`src/hdl/bmnc_pkg.sv`:
```
// ----------------------------------------------------------------------------
// bmnc_pkg
// Types, constants and class codes shared by the magic-number classifier.
// ----------------------------------------------------------------------------
`default_nettype none

package bmnc_pkg;

    localparam int HEAD_BYTES = 1024;
    localparam int HEAD_KEEP  = 12;
    localparam int COUNT_CAP  = (HEAD_BYTES > 2047) ? HEAD_BYTES : 2047;
    localparam int COUNT_W    = $clog2(COUNT_CAP + 1);
    localparam int TAG_LEN    = 9;

    localparam logic [4:0] CLS_UNKNOWN    = 5'd0;
    localparam logic [4:0] CLS_TEXT       = 5'd1;
    localparam logic [4:0] CLS_JPEG       = 5'd2;
    localparam logic [4:0] CLS_PJPEG      = 5'd3;
    localparam logic [4:0] CLS_GIF        = 5'd4;
    localparam logic [4:0] CLS_PNG        = 5'd5;
    localparam logic [4:0] CLS_XMS_BMP    = 5'd6;
    localparam logic [4:0] CLS_TIFF       = 5'd7;
    localparam logic [4:0] CLS_MPEG_AUDIO = 5'd8;
    localparam logic [4:0] CLS_MPEG_VIDEO = 5'd9;
    localparam logic [4:0] CLS_OGG        = 5'd10;
    localparam logic [4:0] CLS_NAVI       = 5'd11;
    localparam logic [4:0] CLS_AVI        = 5'd12;
    localparam logic [4:0] CLS_WAV        = 5'd13;
    localparam logic [4:0] CLS_REALAUDIO  = 5'd14;
    localparam logic [4:0] CLS_ASF        = 5'd15;
    localparam logic [4:0] CLS_QUICKTIME  = 5'd16;
    localparam logic [4:0] CLS_FLASH      = 5'd17;
    localparam logic [4:0] CLS_FLV        = 5'd18;
    localparam logic [4:0] CLS_X_FLV      = 5'd19;
    localparam logic [4:0] CLS_X_ICON     = 5'd20;
    localparam logic [4:0] CLS_BMP        = 5'd21;
    localparam logic [4:0] CLS_MS_ICON    = 5'd22;
    localparam logic [4:0] CLS_PDF        = 5'd23;
    localparam logic [4:0] CLS_JAR        = 5'd24;
    localparam logic [4:0] CLS_ZIP        = 5'd25;
    localparam logic [4:0] CLS_JAVA_VM    = 5'd26;
    localparam logic [4:0] CLS_WORD       = 5'd27;
    localparam logic [4:0] CLS_EXCEL      = 5'd28;
    localparam logic [4:0] CLS_POWERPOINT = 5'd29;
    localparam logic [4:0] CLS_LAST       = CLS_POWERPOINT;

    localparam logic [2:0] HINT_PJPEG = 3'd1;
    localparam logic [2:0] HINT_FLV   = 3'd2;
    localparam logic [2:0] HINT_ICON  = 3'd3;
    localparam logic [2:0] HINT_BMP   = 3'd4;

    typedef struct packed {
        logic [7:0] data_byte;
        logic       last_byte;
        logic [2:0] declared_type;
    } in_item_t;

    typedef struct packed {
        logic       is_text;
        logic [4:0] mime_class;
    } out_item_t;

    typedef struct packed {
        logic [HEAD_KEEP-1:0][7:0] head;
        logic                      text;
        logic [2:0]                hint;
        logic                      above_3;
        logic                      above_512;
        logic [7:0]                byte_512;
        logic                      tag_seen;
    } job_t;

    function automatic logic [7:0] tag_char(input logic [3:0] pos);
        logic [7:0] c;
        unique case (pos)
            4'd0:    c = 8'h4D;
            4'd1:    c = 8'h45;
            4'd2:    c = 8'h54;
            4'd3:    c = 8'h41;
            4'd4:    c = 8'h2D;
            4'd5:    c = 8'h49;
            4'd6:    c = 8'h4E;
            4'd7:    c = 8'h46;
            4'd8:    c = 8'h2F;
            default: c = 8'h00;
        endcase
        return c;
    endfunction

endpackage

`default_nettype wire

```
`src/hdl/bmnc_front.sv`:
```
// ----------------------------------------------------------------------------
// bmnc_front
// Takes payload bytes, tracks the per-payload state and, on the last byte,
// emits one classification job into the queue.
// ----------------------------------------------------------------------------
`default_nettype none

module bmnc_front (
    input  wire logic              aclk,
    input  wire logic              aresetn,
    input  wire logic              s_valid,
    output logic                   s_ready,
    input  wire bmnc_pkg::in_item_t s_data,
    input  wire logic              q_full,
    output logic                   q_push,
    output bmnc_pkg::job_t         q_job
);

    logic [bmnc_pkg::HEAD_KEEP-1:0][7:0] head_reg, head_next, head_upd;
    logic [bmnc_pkg::COUNT_W-1:0]        count_reg, count_next, count_upd;
    logic [7:0]                          b512_reg, b512_next, b512_upd;
    logic                                text_reg, text_next, text_upd;
    logic [3:0]                          prog_reg, prog_next, prog_upd;
    logic                                seen_reg, seen_next, seen_upd;
    logic                                accept;
    logic [7:0]                          b;

    assign s_ready = !q_full;
    assign accept  = s_valid && s_ready;
    assign b       = s_data.data_byte;

    always_comb begin
        head_upd = head_reg;
        for (int i = 0; i < bmnc_pkg::HEAD_KEEP; i++) begin
            if (count_reg == bmnc_pkg::COUNT_W'(i)) begin
                head_upd[i] = b;
            end
        end

        b512_upd = (count_reg == bmnc_pkg::COUNT_W'(512)) ? b : b512_reg;

        text_upd = text_reg;
        if (count_reg < bmnc_pkg::COUNT_W'(bmnc_pkg::HEAD_BYTES) && b < 8'h20 &&
            !(b >= 8'h09 && b <= 8'h0D)) begin
            text_upd = 1'b0;
        end

        prog_upd = prog_reg;
        seen_upd = seen_reg;
        if (!seen_reg) begin
            if (b == bmnc_pkg::tag_char(prog_reg)) begin
                if (prog_reg == 4'(bmnc_pkg::TAG_LEN - 1)) begin
                    seen_upd = 1'b1;
                    prog_upd = 4'd0;
                end else begin
                    prog_upd = prog_reg + 4'd1;
                end
            end else begin
                prog_upd = (b == bmnc_pkg::tag_char(4'd0)) ? 4'd1 : 4'd0;
            end
        end

        count_upd = (count_reg < bmnc_pkg::COUNT_W'(bmnc_pkg::COUNT_CAP)) ?
                    count_reg + bmnc_pkg::COUNT_W'(1) : count_reg;
    end

    always_comb begin
        q_job.head      = head_upd;
        q_job.text      = text_upd;
        q_job.hint      = s_data.declared_type;
        q_job.above_3   = count_upd > bmnc_pkg::COUNT_W'(3);
        q_job.above_512 = count_upd > bmnc_pkg::COUNT_W'(512);
        q_job.byte_512  = b512_upd;
        q_job.tag_seen  = seen_upd;
        q_push          = accept && s_data.last_byte;

        head_next  = head_reg;
        count_next = count_reg;
        b512_next  = b512_reg;
        text_next  = text_reg;
        prog_next  = prog_reg;
        seen_next  = seen_reg;
        if (accept) begin
            if (s_data.last_byte) begin
                head_next  = '0;
                count_next = '0;
                b512_next  = '0;
                text_next  = 1'b1;
                prog_next  = '0;
                seen_next  = 1'b0;
            end else begin
                head_next  = head_upd;
                count_next = count_upd;
                b512_next  = b512_upd;
                text_next  = text_upd;
                prog_next  = prog_upd;
                seen_next  = seen_upd;
            end
        end
    end

    always_ff @(posedge aclk) begin
        if (!aresetn) begin
            head_reg  <= '0;
            count_reg <= '0;
            b512_reg  <= '0;
            text_reg  <= 1'b1;
            prog_reg  <= '0;
            seen_reg  <= 1'b0;
        end else begin
            head_reg  <= head_next;
            count_reg <= count_next;
            b512_reg  <= b512_next;
            text_reg  <= text_next;
            prog_reg  <= prog_next;
            seen_reg  <= seen_next;
        end
    end

endmodule

`default_nettype wire

```
`src/hdl/bmnc_queue.sv`:
```
// ----------------------------------------------------------------------------
// bmnc_queue
// Two-entry queue of classification jobs between the front and back parts.
// ----------------------------------------------------------------------------
`default_nettype none

module bmnc_queue (
    input  wire logic           aclk,
    input  wire logic           aresetn,
    input  wire logic           push,
    input  wire bmnc_pkg::job_t push_job,
    output logic                full,
    input  wire logic           pop,
    output logic                head_valid,
    output bmnc_pkg::job_t      head_job
);

    bmnc_pkg::job_t mem [2];
    logic       wr_ptr_reg, wr_ptr_next;
    logic       rd_ptr_reg, rd_ptr_next;
    logic [1:0] count_reg, count_next;

    assign full       = count_reg == 2'd2;
    assign head_valid = count_reg != 2'd0;
    assign head_job   = mem[rd_ptr_reg];

    always_comb begin
        wr_ptr_next = push ? !wr_ptr_reg : wr_ptr_reg;
        rd_ptr_next = pop ? !rd_ptr_reg : rd_ptr_reg;
        count_next  = count_reg + {1'b0, push} - {1'b0, pop};
    end

    always_ff @(posedge aclk) begin
        if (push) begin
            mem[wr_ptr_reg] <= push_job;
        end
    end

    always_ff @(posedge aclk) begin
        if (!aresetn) begin
            wr_ptr_reg <= 1'b0;
            rd_ptr_reg <= 1'b0;
            count_reg  <= 2'd0;
        end else begin
            wr_ptr_reg <= wr_ptr_next;
            rd_ptr_reg <= rd_ptr_next;
            count_reg  <= count_next;
        end
    end

endmodule

`default_nettype wire

```
`src/hdl/bmnc_back.sv`:
```
// ----------------------------------------------------------------------------
// bmnc_back
// Matches a job against the binary signatures in priority order and holds
// the result in the output register until it is taken.
// ----------------------------------------------------------------------------
`default_nettype none

module bmnc_back (
    input  wire logic           aclk,
    input  wire logic           aresetn,
    input  wire logic           q_valid,
    input  wire bmnc_pkg::job_t q_job,
    output logic                q_pop,
    output logic                m_valid,
    input  wire logic           m_ready,
    output bmnc_pkg::out_item_t m_data
);

    logic                      out_valid_reg, out_valid_next;
    bmnc_pkg::out_item_t       out_reg, out_next;
    logic [4:0]                cls;
    logic [bmnc_pkg::HEAD_KEEP-1:0][7:0] h;
    logic                      qt;

    function automatic logic tag4(input logic [7:0] p0, input logic [7:0] p1,
                                  input logic [7:0] p2, input logic [7:0] p3,
                                  input logic [31:0] tag);
        return {p0, p1, p2, p3} == tag;
    endfunction

    assign h = q_job.head;

    always_comb begin
        qt = tag4(h[4], h[5], h[6], h[7], "free") ||
             tag4(h[4], h[5], h[6], h[7], "mdat") ||
             tag4(h[4], h[5], h[6], h[7], "wide") ||
             tag4(h[4], h[5], h[6], h[7], "pnot") ||
             tag4(h[4], h[5], h[6], h[7], "skip") ||
             tag4(h[4], h[5], h[6], h[7], "moov");
        cls = bmnc_pkg::CLS_UNKNOWN;
        if (q_job.text) begin
            cls = bmnc_pkg::CLS_TEXT;
        end else if (h[0] == 8'hFF && h[1] == 8'hD8 && h[2] == 8'hFF) begin
            cls = (q_job.hint == bmnc_pkg::HINT_PJPEG) ? bmnc_pkg::CLS_PJPEG :
                                                         bmnc_pkg::CLS_JPEG;
        end else if (tag4(h[0], h[1], h[2], h[3], "GIF8")) begin
            cls = bmnc_pkg::CLS_GIF;
        end else if (h[0] == 8'h89 && h[1] == "P" && h[2] == "N" && h[3] == "G") begin
            cls = bmnc_pkg::CLS_PNG;
        end else if (h[0] == "B" && h[1] == "M") begin
            cls = bmnc_pkg::CLS_XMS_BMP;
        end else if (h[0] == "I" && h[1] == "I" && h[2] == 8'd42) begin
            cls = bmnc_pkg::CLS_TIFF;
        end else if (h[0] == 8'hFF && h[1] == 8'hFB) begin
            cls = bmnc_pkg::CLS_MPEG_AUDIO;
        end else if (h[0] == 8'h00 && h[1] == 8'h00 && h[2] == 8'h01 &&
                     h[3][7:4] == 4'hB) begin
            cls = bmnc_pkg::CLS_MPEG_VIDEO;
        end else if (tag4(h[0], h[1], h[2], h[3], "OggS")) begin
            cls = bmnc_pkg::CLS_OGG;
        end else if (tag4(h[0], h[1], h[2], h[3], "RIFF")) begin
            if (h[8] == "A") begin
                cls = (h[9] == "C") ? bmnc_pkg::CLS_NAVI : bmnc_pkg::CLS_AVI;
            end else begin
                cls = bmnc_pkg::CLS_WAV;
            end
        end else if (h[0] == 8'h28 && h[1] == "R" && h[2] == "M" && h[3] == "F") begin
            cls = bmnc_pkg::CLS_REALAUDIO;
        end else if (h[0] == 8'h30 && h[1] == 8'h26 && h[2] == 8'hB2) begin
            cls = bmnc_pkg::CLS_ASF;
        end else if (qt) begin
            cls = bmnc_pkg::CLS_QUICKTIME;
        end else if ((h[0] == 8'h46 || h[0] == 8'h43) && h[1] == 8'h57 &&
                     h[2] == 8'h53) begin
            cls = bmnc_pkg::CLS_FLASH;
        end else if (h[0] == 8'h46 && h[1] == 8'h4C && h[2] == 8'h56) begin
            cls = (q_job.hint == bmnc_pkg::HINT_FLV) ? bmnc_pkg::CLS_FLV :
                                                       bmnc_pkg::CLS_X_FLV;
        end else if (q_job.above_3 && h[0] == 8'h00 && h[1] == 8'h00 &&
                     h[2] < 8'd3 && h[3] == 8'h00) begin
            if (q_job.hint == bmnc_pkg::HINT_ICON) begin
                cls = bmnc_pkg::CLS_X_ICON;
            end else if (q_job.hint == bmnc_pkg::HINT_BMP) begin
                cls = bmnc_pkg::CLS_BMP;
            end else begin
                cls = bmnc_pkg::CLS_MS_ICON;
            end
        end else if (tag4(h[0], h[1], h[2], h[3], "%PDF")) begin
            cls = bmnc_pkg::CLS_PDF;
        end else if (h[0] == "P" && h[1] == "K" && h[2] < 8'd6 && h[3] < 8'd7) begin
            cls = q_job.tag_seen ? bmnc_pkg::CLS_JAR : bmnc_pkg::CLS_ZIP;
        end else if (h[0] == 8'hCA && h[1] == 8'hFE && h[2] == 8'hBA &&
                     h[3] == 8'hBE) begin
            cls = bmnc_pkg::CLS_JAVA_VM;
        end else if (h[0] == 8'hD0 && h[1] == 8'hCF && h[2] == 8'h11 &&
                     h[3] == 8'hE0 && q_job.above_512) begin
            unique case (q_job.byte_512)
                8'hEC:               cls = bmnc_pkg::CLS_WORD;
                8'hFD, 8'h09:        cls = bmnc_pkg::CLS_EXCEL;
                8'h00, 8'h0F, 8'hA0: cls = bmnc_pkg::CLS_POWERPOINT;
                default:             cls = bmnc_pkg::CLS_UNKNOWN;
            endcase
        end
    end

    assign q_pop   = q_valid && (!out_valid_reg || m_ready);
    assign m_valid = out_valid_reg;
    assign m_data  = out_reg;

    always_comb begin
        out_valid_next = out_valid_reg;
        out_next       = out_reg;
        if (m_ready) begin
            out_valid_next = 1'b0;
        end
        if (q_pop) begin
            out_valid_next      = 1'b1;
            out_next.is_text    = q_job.text;
            out_next.mime_class = cls;
        end
    end

    always_ff @(posedge aclk) begin
        out_reg <= out_next;
    end

    always_ff @(posedge aclk) begin
        if (!aresetn) begin
            out_valid_reg <= 1'b0;
        end else begin
            out_valid_reg <= out_valid_next;
        end
    end

endmodule

`default_nettype wire

```
`src/hdl/binary_magic_number_classifier.sv`:
```
// ----------------------------------------------------------------------------
// binary_magic_number_classifier
// Streams a payload byte by byte and reports text or the first matching
// binary file signature after the last byte arrives.
//
//   Channel  Direction  Handshake          Item
//   s_       in         s_valid/s_ready    one payload byte, last flag, hint
//   m_       out        m_valid/m_ready    one classification per payload
//
// One byte is accepted per cycle while the job queue has room, and the per-byte
// state is registered at the edge that accepts it. The last byte's job passes
// through the queue into the output register, where m_valid rises once it is free.
// A two-entry job queue sits between the byte front end and the signature
// matcher, so s_ready drops only when that queue is full.
// Reset is synchronous and clears all payload state and the output valid flag.
// ----------------------------------------------------------------------------
`default_nettype none

module binary_magic_number_classifier (
    input  wire logic               aclk,
    input  wire logic               aresetn,
    input  wire logic               s_valid,
    output logic                    s_ready,
    input  wire bmnc_pkg::in_item_t s_data,
    output logic                    m_valid,
    input  wire logic               m_ready,
    output bmnc_pkg::out_item_t     m_data
);

    bmnc_pkg::job_t push_job, head_job;
    logic           push, full, pop, head_valid;

    bmnc_front u_front (
        .aclk    (aclk),
        .aresetn (aresetn),
        .s_valid (s_valid),
        .s_ready (s_ready),
        .s_data  (s_data),
        .q_full  (full),
        .q_push  (push),
        .q_job   (push_job)
    );

    bmnc_queue u_queue (
        .aclk       (aclk),
        .aresetn    (aresetn),
        .push       (push),
        .push_job   (push_job),
        .full       (full),
        .pop        (pop),
        .head_valid (head_valid),
        .head_job   (head_job)
    );

    bmnc_back u_back (
        .aclk    (aclk),
        .aresetn (aresetn),
        .q_valid (head_valid),
        .q_job   (head_job),
        .q_pop   (pop),
        .m_valid (m_valid),
        .m_ready (m_ready),
        .m_data  (m_data)
    );

endmodule

`default_nettype wire

```
`config.mk`:
```
export PLATFORM = sky130hd
export DESIGN_NAME = binary_magic_number_classifier
export DESIGN_NICKNAME = d
export VERILOG_FILES = /design/src/hdl/bmnc_pkg.sv /design/src/hdl/bmnc_front.sv /design/src/hdl/bmnc_queue.sv /design/src/hdl/bmnc_back.sv /design/src/hdl/binary_magic_number_classifier.sv
export SDC_FILE = /design/constraint.sdc
export NUM_CORES = 1
export LEC_CHECK = 0
export BUFFER_PORTS_ARGS = -buffer_cell sky130_fd_sc_hd__buf_2
export CORE_MARGIN = 10
export CORE_UTILIZATION = 60
export DETAILED_ROUTE_END_ITERATION = 12
export HOLD_SLACK_MARGIN = 0.15
export MAX_ROUTING_LAYER = met4
export PLACE_DENSITY = 0.83
export SKIP_CTS_REPAIR_TIMING = 1
export SYNTH_ARGS = -nofsm -noshare
export SYNTH_HDL_FRONTEND = slang
export SYNTH_SLANG_ARGS = --single-unit
```
`constraint.sdc`:
```
create_clock -name aclk -period 8.95 [get_ports aclk]
set_input_delay 0.895 -clock aclk [delete_from_list [all_inputs] [get_ports aclk]]
set_output_delay 0.895 -clock aclk [all_outputs]
set_load 0.03 [all_outputs]
```
==> summary.md <==
| Metric | Value |
|---|---|
| YS warnings | `0` |
| Slew HR | `0.196` |
| Critical Path RT | `~9.3 ns` |
| Sequential area share after synthesis | `0.558` |
| Starting Density | `0.608` |
| RSZ-0062 raised after global routing | `no` |
| Final hold slack | `about 0.46 ns` |
| RD Place Congestion | `about 1.0` |
| Vias in the first global route | `around 10000` |
| CTS tree | `built` |
| Synth Net Count | `1300` |
| Die height | `177 µm` |
| I/O pin cnt | `24` |
| Vias/cell | `6.65` |
| Synthesized area | `about 15000 µm²` |
| Worst VDD drop | `about 0.15 mV` |
| #FFs+latches synth | `314` |
| CP max-delay cell | `buf_4` |
| Clock transition at path regs | `~0.06 ns` |
| Num CTS Buffers | `35` |
| DRC errors left | `0` |
| Layout cell share with drive strength beyond 1 | `0.160` |
| Clock tree sinks | `between 300 and 400` |
| Critical path class | `reg2reg` |
| Worst min-delay path category | `reg2reg` |
| Post-route ant nets | `0` |
| Post-synthesis area per instance | `around 12 µm²` |
| Non-Filler Instances | `roughly 1600` |
| Initial antenna violation count | `0` |
| H-tree level count | `2` |
| Full die area | `31300 µm²` |
| Grt ovf | `0` |
| Slew Limit Fails | `0` |
| Routed vias | `approximately 11000` |
| Final Util | `0.670` |
| Total Routing Usage GR | `0.245` |
| Startpoint Class | `register` |
| Cells after DPL | `roughly 1600` |
| Status | `complete, no violations` |
| Library cells used by synthesis | `a little under 90` |
| Worst EP arrival | `~4.8 ns` |
| Max clock buf depth | `3` |
| Setup tns final | `0 ns` |
| Nets | `around 1300` |
| CTS root buf | `clkbuf_16` |
| Crit path max-delay family | `compound AO/OA/AOI/OAI gates` |
| PortBufs | `23` |
| WP buf/inv | `2` |
| Fill count | `roughly 1800` |
| EDFF count, synth | `196` |
| Skew-Pair Late Insertion Delay | `~0.52 ns` |
| Max frequency | `about 0.22 GHz` |
| Worst-path fanout max | `93` |
| Power, Total | `around 3700 µW` |
| 1st-pass router iterations | `6` |
| Die width | `between 150 and 200 µm` |
| Synth Instances | `1276` |
| Leakage power | `0.00548 µW` |
| Average wire per cell in the routed design | `roughly 23 µm` |
| Ratio of final minimum period to clock period | `0.497` |
| DRT iter0 DRCs | `1395` |
| Worst-Margin Slew | `roughly 1.2 ns` |
| Max FFs per register | `190` |
| Power density cells | `227 nW/µm²` |
| Max cap viols | `0` |
| Cell Rows | `between 50 and 60` |
| Final Hold Vio Count | `0` |
| Dpl hpwl | `24000 µm` |
| Core footprint | `24300 µm²` |
| Top_reg_cell synth | `edfxtp_1` |
| Routed WL | `around 38000 µm` |
| Hold_sp | `u_front.text_reg$_SDFFE_PN1P_` |
| Final Skew | `between 0.01 and 0.015 ns` |
| Critical-path cell list | `buf_4, inv_1, o31ai_1, or3b_1, a2111oi_4, a31oi_1, a21boi_0, o311ai_1, a21boi_1` |
| Post-synth ARST share | `0` |
| Critical Path Sink Type | `register` |
| Antenna Cells | `0` |
| Largest net degree at the start of global routing | `115` |
| Worst path max stage delay | `0.77 ns` |
| First-pass GRT wire length | `slightly below 60000 µm` |
| Synth-to-layout area growth | `10.2%` |
| Final setup viols | `0` |
| Fin crit period | `around 4.4 ns` |
cell usage after synthesis (all sizes together), types with 4 or more instances:
master / instances / area (µm²)
o32ai: 8 / 70.1
nand4b: 7 / 61.3
and3: 8 / 50.1
edfxtp: 196 / 5890
xnor2: 10 / 87.6
nor2b: 97 / 607
a22oi: 95 / 718
nand4bb: 4 / 45.0
mux2i: 8 / 80.1
nor2: 50 / 188
nor4b: 12 / 111
inv: 33 / 124
nand3b: 17 / 128
a32o: 7 / 70.1
nor3: 22 / 110
mux2: 100 / 1130
o22ai: 5 / 31.3
a211oi: 4 / 30.0
nor3b: 14 / 105
a32oi: 4 / 42.6
o32a: 4 / 40.0
and2: 16 / 100
or4: 8 / 60.1
a21boi: 5 / 37.5
o21ai: 40 / 204
xor2: 6 / 52.6
clkbuf: 42 / 158
or3b: 9 / 78.8
or3: 10 / 62.6
nor4: 22 / 150
a31oi: 8 / 50.1
nand2b: 15 / 93.8
a21oi: 27 / 135
nand3: 48 / 250
ha: 8 / 100
nand4: 18 / 113
dfxtp: 118 / 2360
or2: 4 / 25.0
o211ai: 6 / 45.0
nand2: 69 / 259
buf: 34 / 174
metal layers:
layer  up-vias  part of all wire  GRT usage  routed length (µm)
met1      5303              0.42      0.330               16000
met3        87             0.081     0.0367                3070
li1       4858                 -          -                   -
met2       505              0.47      0.374               17700
met5         -                 0          -                   0
met4         0             0.031     0.0820                1160
worst register-to-register path, stage by stage, from the launching register on:
cell       delay, ns
dfxtp_4         0.76
buf_4           0.79
inv_1           0.68
o31ai_1         0.53
or3b_1          0.46
a2111oi_4       0.39
a31oi_1         0.14
a21boi_0        0.28
o311ai_1        0.11
a21boi_1        0.17
through the flow:
stage | area [µm²] | setup slack [ns]
after floorplan | 14800 | 3.10
after global placement | 15100 | 4.74
after detailed placement | 15100 | 4.58
after CTS | 16300 | 4.59
after global routing | 16300 | 4.28
final | 16300 | 4.50
final timing paths:
path / endpoint / slack [ns] / cells after the start
setup / recovery: u_back.m_data[2]$_SDFFCE_PP0P_ / 4.50 / 9
setup reg to reg: u_back.m_data[2]$_SDFFCE_PP0P_ / 4.50 / 9
hold reg to reg: u_front.text_reg$_SDFFE_PN1P_ / 0.46 / 1
hold / removal: u_front.text_reg$_SDFFE_PN1P_ / 0.46 / 1
cells in the final DEF (no fill, tap or decap), types with 8 or more instances in the layout:
master and instances:
edfxtp_1 196, dfxtp_1 117, mux2_2 99, nor2b_1 97, a22oi_1 94, nand2_1 68
nor2_1 48, nand3_1 46, clkbuf_16 38, o21ai_0 36, inv_1 33, a21oi_1 27
buf_2 23, nor3_1 22, nor4_1 20, nand4_1 18, nand3b_1 17, nand2b_1 15
and2_1 14, nor3b_1 14, nor4b_1 11, xnor2_1 10, or3_1 10, or4_1 8
mux2i_1 8, a31oi_1 8, o32ai_1 8, or3b_1 8, ha_1 8
final cells by class:
| cell class | instances | area [µm²] | share of cell area |
|---|---|---|---|
| clock inverters | 17 | 231 | 0.0142 |
| well taps | 324 | 405 | 0.0249 |
| flip-flops and latches | 314 | 8250 | 0.507 |
| inverters | 33 | 124 | 0.00760 |
| clock buffers | 47 | 1000 | 0.0617 |
| multi-input cells | 853 | 6110 | 0.375 |
| repair buffers | 29 | 160 | 0.00983 |
cells by family (layout without fill, tap and decap cells):
| group | after synthesis | in the layout | synth area share |
|---|---|---|---|
| compound gates | 257 | 257 | 0.129 |
| xor+xnor | 16 | 16 | 0.00948 |
| mux | 108 | 108 | 0.0816 |
| flops | 314 | 314 | 0.558 |
| buf+inv | 109 | 126 | 0.0308 |
| fa+ha+maj | 8 | 8 | 0.00677 |
| simple gates | 464 | 464 | 0.185 |
where the power goes:
group / leakage, µW / internal [µW] / switching (µW)
Clock: 0.000591 / 940 / 579
Sequential: 0.00280 / 1620 / 66.9
Combinational: 0.00209 / 154 / 348
Note: power is estimated with default switching activity, not from simulation.
